$ cat config.mk
export PLATFORM = sky130hd
export DESIGN_NAME = snpt_cell
export DESIGN_NICKNAME = d
export VERILOG_FILES = /design/src/hdl/snpt_pkg.sv /design/src/hdl/snpt_cell.sv
export SDC_FILE = /design/constraint.sdc
export NUM_CORES = 1
export LEC_CHECK = 0
export BUFFER_PORTS_ARGS = -buffer_cell sky130_fd_sc_hd__buf_2
export CORE_ASPECT_RATIO = 0.7
export CORE_MARGIN = 2
export CORE_UTILIZATION = 28
export CTS_BUF_LIST = sky130_fd_sc_hd__clkbuf_4
export DETAILED_ROUTE_END_ITERATION = 8
export HOLD_SLACK_MARGIN = 0.05
export PLACE_DENSITY = 0.65
export SLEW_MARGIN = 10
export SYNTH_ARGS = -nofsm -noshare
export SYNTH_HDL_FRONTEND = slang
export SYNTH_SLANG_ARGS = --single-unit
$ cat constraint.sdc
create_clock -name clk -period 2.32 [get_ports clk]
set_input_delay 0.116 -clock clk [delete_from_list [all_inputs] [get_ports clk]]
set_output_delay 0.116 -clock clk [all_outputs]
set_load 0.01 [all_outputs]
$ cat src/hdl/snpt_pkg.sv
`timescale 1ns / 1ps

package snpt_pkg;

	localparam int SLOT_W = 8;

	localparam logic [1:0] OP_FRAME = 2'd0;
	localparam logic [1:0] OP_TICK  = 2'd1;
	localparam logic [1:0] OP_READ  = 2'd2;

	localparam logic [1:0] REG_ONLINE_TIMEOUT = 2'd0;
	localparam logic [1:0] REG_TICK_STEP      = 2'd1;
	localparam logic [1:0] REG_BATT_FULL      = 2'd2;
	localparam logic [1:0] REG_BATT_EMPTY     = 2'd3;

	localparam logic [31:0] RST_ONLINE_TIMEOUT = 32'd1800000;
	localparam logic [15:0] RST_TICK_STEP      = 16'd1000;
	localparam logic [15:0] RST_BATT_FULL      = 16'd3000;
	localparam logic [15:0] RST_BATT_EMPTY     = 16'd2200;

	localparam logic [6:0] PCT_FULL = 7'd100;
	localparam logic [2:0] DIV_STEPS_M1 = 3'd6;

	typedef enum logic [2:0] {
		RS_UPDATED = 3'd0,
		RS_NEW     = 3'd1,
		RS_FULL    = 3'd2,
		RS_IGNORED = 3'd3,
		RS_TICK    = 3'd4,
		RS_READ    = 3'd5
	} status_t;

	typedef struct packed {
		logic [1:0]         operation;
		logic [7:0]         frame_length;
		logic [7:0]         node_addr;
		logic [7:0]         switch1_byte;
		logic [7:0]         switch2_byte;
		logic [7:0]         switch3_byte;
		logic [31:0]        chip_ident;
		logic [15:0]        frame_seq;
		logic [15:0]        supply_mv;
		logic signed [7:0]  rssi_dbm;
		logic [4:0]         read_slot;
	} in_t;

	typedef struct packed {
		status_t            status;
		logic [4:0]         slot_out;
		logic               entry_valid;
		logic [7:0]         node_out;
		logic [31:0]        chip_ident_out;
		logic [2:0]         switch_flags;
		logic [15:0]        frame_seq_out;
		logic [15:0]        supply_mv_out;
		logic [6:0]         battery_pct;
		logic signed [7:0]  rssi_out;
		logic               node_online;
		logic [5:0]         used_count;
	} out_t;

	typedef struct packed {
		logic [7:0]         node;
		logic [31:0]        chip_ident;
		logic [2:0]         switches;
		logic [15:0]        seq;
		logic [15:0]        supply;
		logic signed [7:0]  rssi;
		logic [31:0]        last_seen;
	} entry_t;

	typedef struct packed {
		logic               active;
		logic               read_mode;
		logic [7:0]         key;
		logic [SLOT_W-1:0]  rd_idx;
		logic               hit;
		logic [SLOT_W-1:0]  hit_idx;
		logic               free_ok;
		logic [SLOT_W-1:0]  free_idx;
		logic               cap_used;
		entry_t             cap;
	} probe_t;

	typedef struct packed {
		logic               en;
		logic [SLOT_W-1:0]  idx;
		entry_t             entry;
	} wr_t;

endpackage

$ cat src/hdl/snpt_cell.sv
`timescale 1ns / 1ps

module snpt_cell #(
	parameter int CELL_IDX = 0
) (
	input  logic              clk,
	input  logic              arst_n,
	input  snpt_pkg::probe_t  probe_in,
	input  snpt_pkg::wr_t     wr,
	output snpt_pkg::probe_t  probe_out
);

	localparam logic [snpt_pkg::SLOT_W-1:0] ME = CELL_IDX[snpt_pkg::SLOT_W-1:0];

	logic              used_q;
	snpt_pkg::entry_t  entry_q;
	snpt_pkg::probe_t  nxt;
	snpt_pkg::probe_t  probe_q;
	logic              active_q;
	logic              me_wr;

	assign me_wr = wr.en && (wr.idx == ME);

	always_ff @(posedge clk or negedge arst_n) begin
		if (!arst_n) begin
			used_q <= 1'b0;
		end else if (me_wr) begin
			used_q <= 1'b1;
		end
	end

	always_ff @(posedge clk) begin
		if (me_wr) begin
			entry_q <= wr.entry;
		end
	end

	always_comb begin
		nxt = probe_in;
		if (probe_in.read_mode) begin
			if (probe_in.rd_idx == ME) begin
				nxt.cap_used = used_q;
				nxt.cap      = entry_q;
			end
		end else begin
			if (!probe_in.hit && used_q && (entry_q.node == probe_in.key)) begin
				nxt.hit     = 1'b1;
				nxt.hit_idx = ME;
			end
			if (!probe_in.free_ok && !used_q) begin
				nxt.free_ok  = 1'b1;
				nxt.free_idx = ME;
			end
		end
	end

	always_ff @(posedge clk or negedge arst_n) begin
		if (!arst_n) begin
			active_q <= 1'b0;
		end else begin
			active_q <= probe_in.active;
		end
	end

	always_ff @(posedge clk) begin
		probe_q <= nxt;
	end

	always_comb begin
		probe_out        = probe_q;
		probe_out.active = active_q;
	end

endmodule
==> flow_summary_export.csv, run 1 <==
group,metric,value,unit
cts,cts.sinks,268,
yosys,synth_flop_cell,"dfxtp_1",
yosys,synth_nets,722,
yosys,ys_ff_latch,268,
yosys,syn_inst,444,
placed_design,io_buffer_count,429,
yosys,synth-xor-area-share,0.851,%
placed_design,gp_congestion,0.751,
placed_design,hpwl,15.6,mm
floorplan,die_w,209,um
cts,postCtsSetupRepairBufs,0,
yosys,yosys.area_share.simple,1.67,%
floorplan,die_y,147,um
placed_design,pre_cts_slack,561,ps
run_status,tool.error,"[ERROR RSZ-0060] Max buffer count reached.",
cts,cts-resized-gates,0,
cts,cts_root_buffer,"clkbuf_4",
cts,ctsHoldBuffers,275,
yosys,syn-mean-instance-area,18.5,um2
yosys,ys_warn_count,0,
yosys,synth_mux_area_share,15.9,%
yosys,synth_seq_area_share,79.3,%
floorplan,pin_count,430,
yosys,synth_top_family_by_area,"multiplexers",
floorplan,fp-row-count,52,
yosys,ys_async_sr_fraction,0.746,%
yosys,synth_edf_count,115,
yosys,synth-compound-area-share,0.912,%
cts,cts_htree_levels,3,
cts,cts_buffers,69,
cts,cts_buffer_depth,3,
floorplan,initial_utilization,28.5,%
run_status,haltStage,"clock tree synthesis",
yosys,synth-adder-area-share,0,%
run_status,status,"stopped before the end",
yosys,synthesis.area,8230,um2
yosys,yosysUniqueCellTypes,22,
cell usage after synthesis, drive strengths merged, types with 2 or more instances:
master / count / area share (%)
nor2: 2 / 0.091
edfxtp: 115 / 42
dfrtp: 2 / 0.61
mux2: 116 / 16
a31oi: 8 / 0.61
nor4: 5 / 0.61
xor2: 8 / 0.85
inv: 9 / 0.41
dfxtp: 151 / 37
buf: 13 / 1.0
nor2b: 8 / 0.61
nor3: 2 / 0.12
per-stage QoR:
stage / instances / setup TNS (ps) / hold WS [ps] / instance area [um2] / util (%)
after detailed placement: 1245 / 0 / -71.0 / 10900 / 37.8
after global placement: 1245 / 0 / -72.2 / 10900 / 37.8
after floorplan: 444 / -260990 / -180 / 8260 / -
kinds of logic after synthesis:
logic type	after synthesis
xor+xnor	8
compound gates	11
flops	268
mux	116
buf+inv	22
simple gates	19
==> run 2, diff against run 1 <==
--- a/config.mk
+++ b/config.mk
@@ -6,13 +6,10 @@
 export NUM_CORES = 1
 export LEC_CHECK = 0
 export BUFFER_PORTS_ARGS = -buffer_cell sky130_fd_sc_hd__buf_2
-export CORE_ASPECT_RATIO = 0.7
 export CORE_MARGIN = 2
-export CORE_UTILIZATION = 28
-export CTS_BUF_LIST = sky130_fd_sc_hd__clkbuf_4
+export CORE_UTILIZATION = 20
 export DETAILED_ROUTE_END_ITERATION = 8
-export HOLD_SLACK_MARGIN = 0.05
-export PLACE_DENSITY = 0.65
+export PLACE_DENSITY_LB_ADDON = 0.15
 export SLEW_MARGIN = 10
 export SYNTH_ARGS = -nofsm -noshare
 export SYNTH_HDL_FRONTEND = slang
==> flow_summary_export.csv, run 2 <==
group,metric,value,unit
run_status,status,"finished, final reports clean",
floorplan,die_w,207,um
yosys,ys_async_sr_fraction,0.746,%
sta,rsz0062_at_grt,"no",
grt,antenna_found_initial,4,
sta,worstMarginPinSlew,826,ps
pwr,max-vdd-ir-drop,0.493,mV
yosys,synth.area.top_cells,"edfxtp_1 42%, dfxtp_1 37%, mux2_2 10%",
final_layout,layout.cells.non_filler,1734,
sta,setup_viol,0,
grt,grt_pass1_vias,6644,
grt,grt_max_degree,60,
cts,cts_buffers,30,
floorplan,die_y,207,um
critical_path,crit_start,"entry_q[108]",
yosys,yosysMostFrequentCell,"dfxtp_1",
pwr,leakage,6.34,nW
final_layout,nFillCells,4039,
critical_path,path_class,"reg2reg",
cts,cts_root_buffer,"clkbuf_16",
critical_path,crit_path_start_kind,"register",
placed_design,placed_cells,1401,
critical_path,rr_worst_depth,4,
pwr,p_sw,2.24,mW
cts,path_clk_slew,60,ps
pwr,p_int,8.43,mW
detailed_routing,first_pass_iters,4,
cts,cts-resized-gates,0,
critical_path,worstPathRequired,2770,ps
cts,cts.sinks,268,
placed_design,gp_congestion,0.722,
final_layout,drive_above_1_share,46.9,%
yosys,synth_edf_count,115,
sta,tns,0,ps
detailed_routing,wire_per_inst,14.4,um
detailed_routing,ant_nets,0,
cts,cts_tree,"yes",
critical_path,critPathArrivalTime,2480,ps
yosys,synthTopCellsByCount,"151 x dfxtp_1, 115 x edfxtp_1, 76 x mux2_2",
yosys,synth_area_leader_cell,"edfxtp_1",
final_layout,layout_common_cells,"429 x buf_2, 275 x dlygate4sd3_1, 151 x dfxtp_1",
floorplan,initial_utilization,20.2,%
sta,finalCritPeriodShare,87.7,%
critical_path,reg2reg_slack,280,ps
sta,clock.fmax,491,MHz
yosys,synth.top_cell.area_share,41.9,%
floorplan,design.die.area,42800,um2
cts,ctsHoldBuffers,275,
grt,grt_pass1_wl,36.0,mm
sta,slew_violations,0,
cts,postCtsSetupRepairBufs,0,
cts,clk_latency,560,ps
final_layout,fin_nets,1454,
sta,slew_headroom,44.5,%
yosys,synth_seq_area_share,79.3,%
sta,fin_skew,9.13,ps
yosys,ys_warn_count,0,
detailed_routing,dr_total_vias,6378,
yosys,ys_ff_latch,268,
grt,gr-total-overflow,0,
placed_design,io_buffer_count,429,
sta,hold_viol_final,0,
detailed_routing,drc,0,
sta,fin_crit,2040,ps
job,cap_viol_max_count,0,
critical_path,crit_fanout,9,
final_layout,largest_reg_flops,151,
critical_path,r2r-start,"entry_q[108]",
critical_path,crit_end,"probe_out[125]",
pwr,power_density,718,nW/um2
critical_path,slowest_delay,590,ps
cts,cts_buffer_depth,3,
detailed_routing,viasPerCell,3.68,
critical_path,crit_path_end_kind,"register",
grt,grt_usage,10.8,%
detailed_routing,drt_iter0_markers,132,
critical_path,slowest_stage,"dlygate4sd3_1",
final_layout,areaGrowthSynthToFinish,80.6,%
yosys,syn_inst,444,
sta,whs,67.1,ps
cts,cts_htree_levels,1,
yosys,syn-mean-instance-area,18.5,um2
yosys,yosysUniqueCellTypes,22,
detailed_routing,wl,25.0,mm
floorplan,core,40700,um2
critical_path,timing.rr.end,"probe_out[125]",
final_layout,mostFrequentLayoutCell,"buf_2",
yosys,synth_flop_cell,"dfxtp_1",
hold_path,hp-class,"in2reg",
critical_path,path_cells,"xor2_1 > nor4_2 > a31oi_1 > dlygate4sd3_1",
placed_design,hpwl,17.2,mm
pwr,comb_power_share,9.1,%
pwr,switching_share,21.0,%
floorplan,pin_count,430,
pwr,pwr-share-clk,43.2,%
yosys,synthesis.area,8230,um2
floorplan,fp-row-count,74,
yosys,synth_nets,722,
pwr,p_seq_share,47.7,%
run 2: layer usage:
metal / vias up / part of all wire, % / GRT usage [%]
li1: 3086 / - / -
met1: 2993 / 38 / 12.2
met5: - / 0.064 / 0
met3: 36 / 9.0 / 3.88
met2: 261 / 50 / 19.1
met4: 2 / 2.6 / 3.19
run 2: how the worst min path moves through the flow:
stage	from	endpoint	cells past startpoint
global placement	arst_n	active_q	1
CTS	wr[115]	entry_q[0]	3
floorplan	arst_n	active_q	0
detailed placement	arst_n	active_q	1
global route	wr[116]	entry_q[0]	3
finish	wr[116]	entry_q[0]	3
run 2: critical path, delay by kind of cell, from the launching register on:
family | cells | cell delay (ps)
simple gates | 1 | 560
flops | 1 | 420
compound gates | 1 | 160
buf+inv | 1 | 590
xor+xnor | 1 | 190
run 2: cell families after synthesis:
family	share of synthesized area (%)
mux	15.9
compound gates	0.912
simple gates	1.67
xor+xnor	0.851
flops	79.3
buf+inv	1.43
run 2: area by class of cell:
type | count | area (um2) | area share (%)
well taps | 532 | 666 | 4.48
diodes | 3 | 7.51 | 0.0505
repair buffers | 713 | 5040 | 33.9
clock inverters | 5 | 22.5 | 0.152
multi-input cells | 154 | 1630 | 11.0
inverters | 9 | 33.8 | 0.227
clock buffers | 50 | 940 | 6.32
flip-flops and latches | 268 | 6530 | 43.9
run 2: metrics by stage:
stage	worst slack [ps]	instance area (um2)	power [mW]	util (%)
CTS	287	14900	10.9	36.5
floorplan	-2270	8260	5.38	-
finish	285	14900	10.7	36.5
global route	122	14900	11.2	36.5
global placement	369	11100	5.79	27.4
detailed placement	374	11100	5.80	27.4
run 2: power by group through the flow:
stage,combinational [mW],clock (mW),sequential (mW)
after global routing,1.06,4.99,5.10
after detailed placement,0.606,0,5.20
after global placement,0.600,0,5.19
after floorplan,0.109,0,5.28
after CTS,0.983,4.83,5.09
final,0.970,4.60,5.09
(Power assumes the default switching activity.)
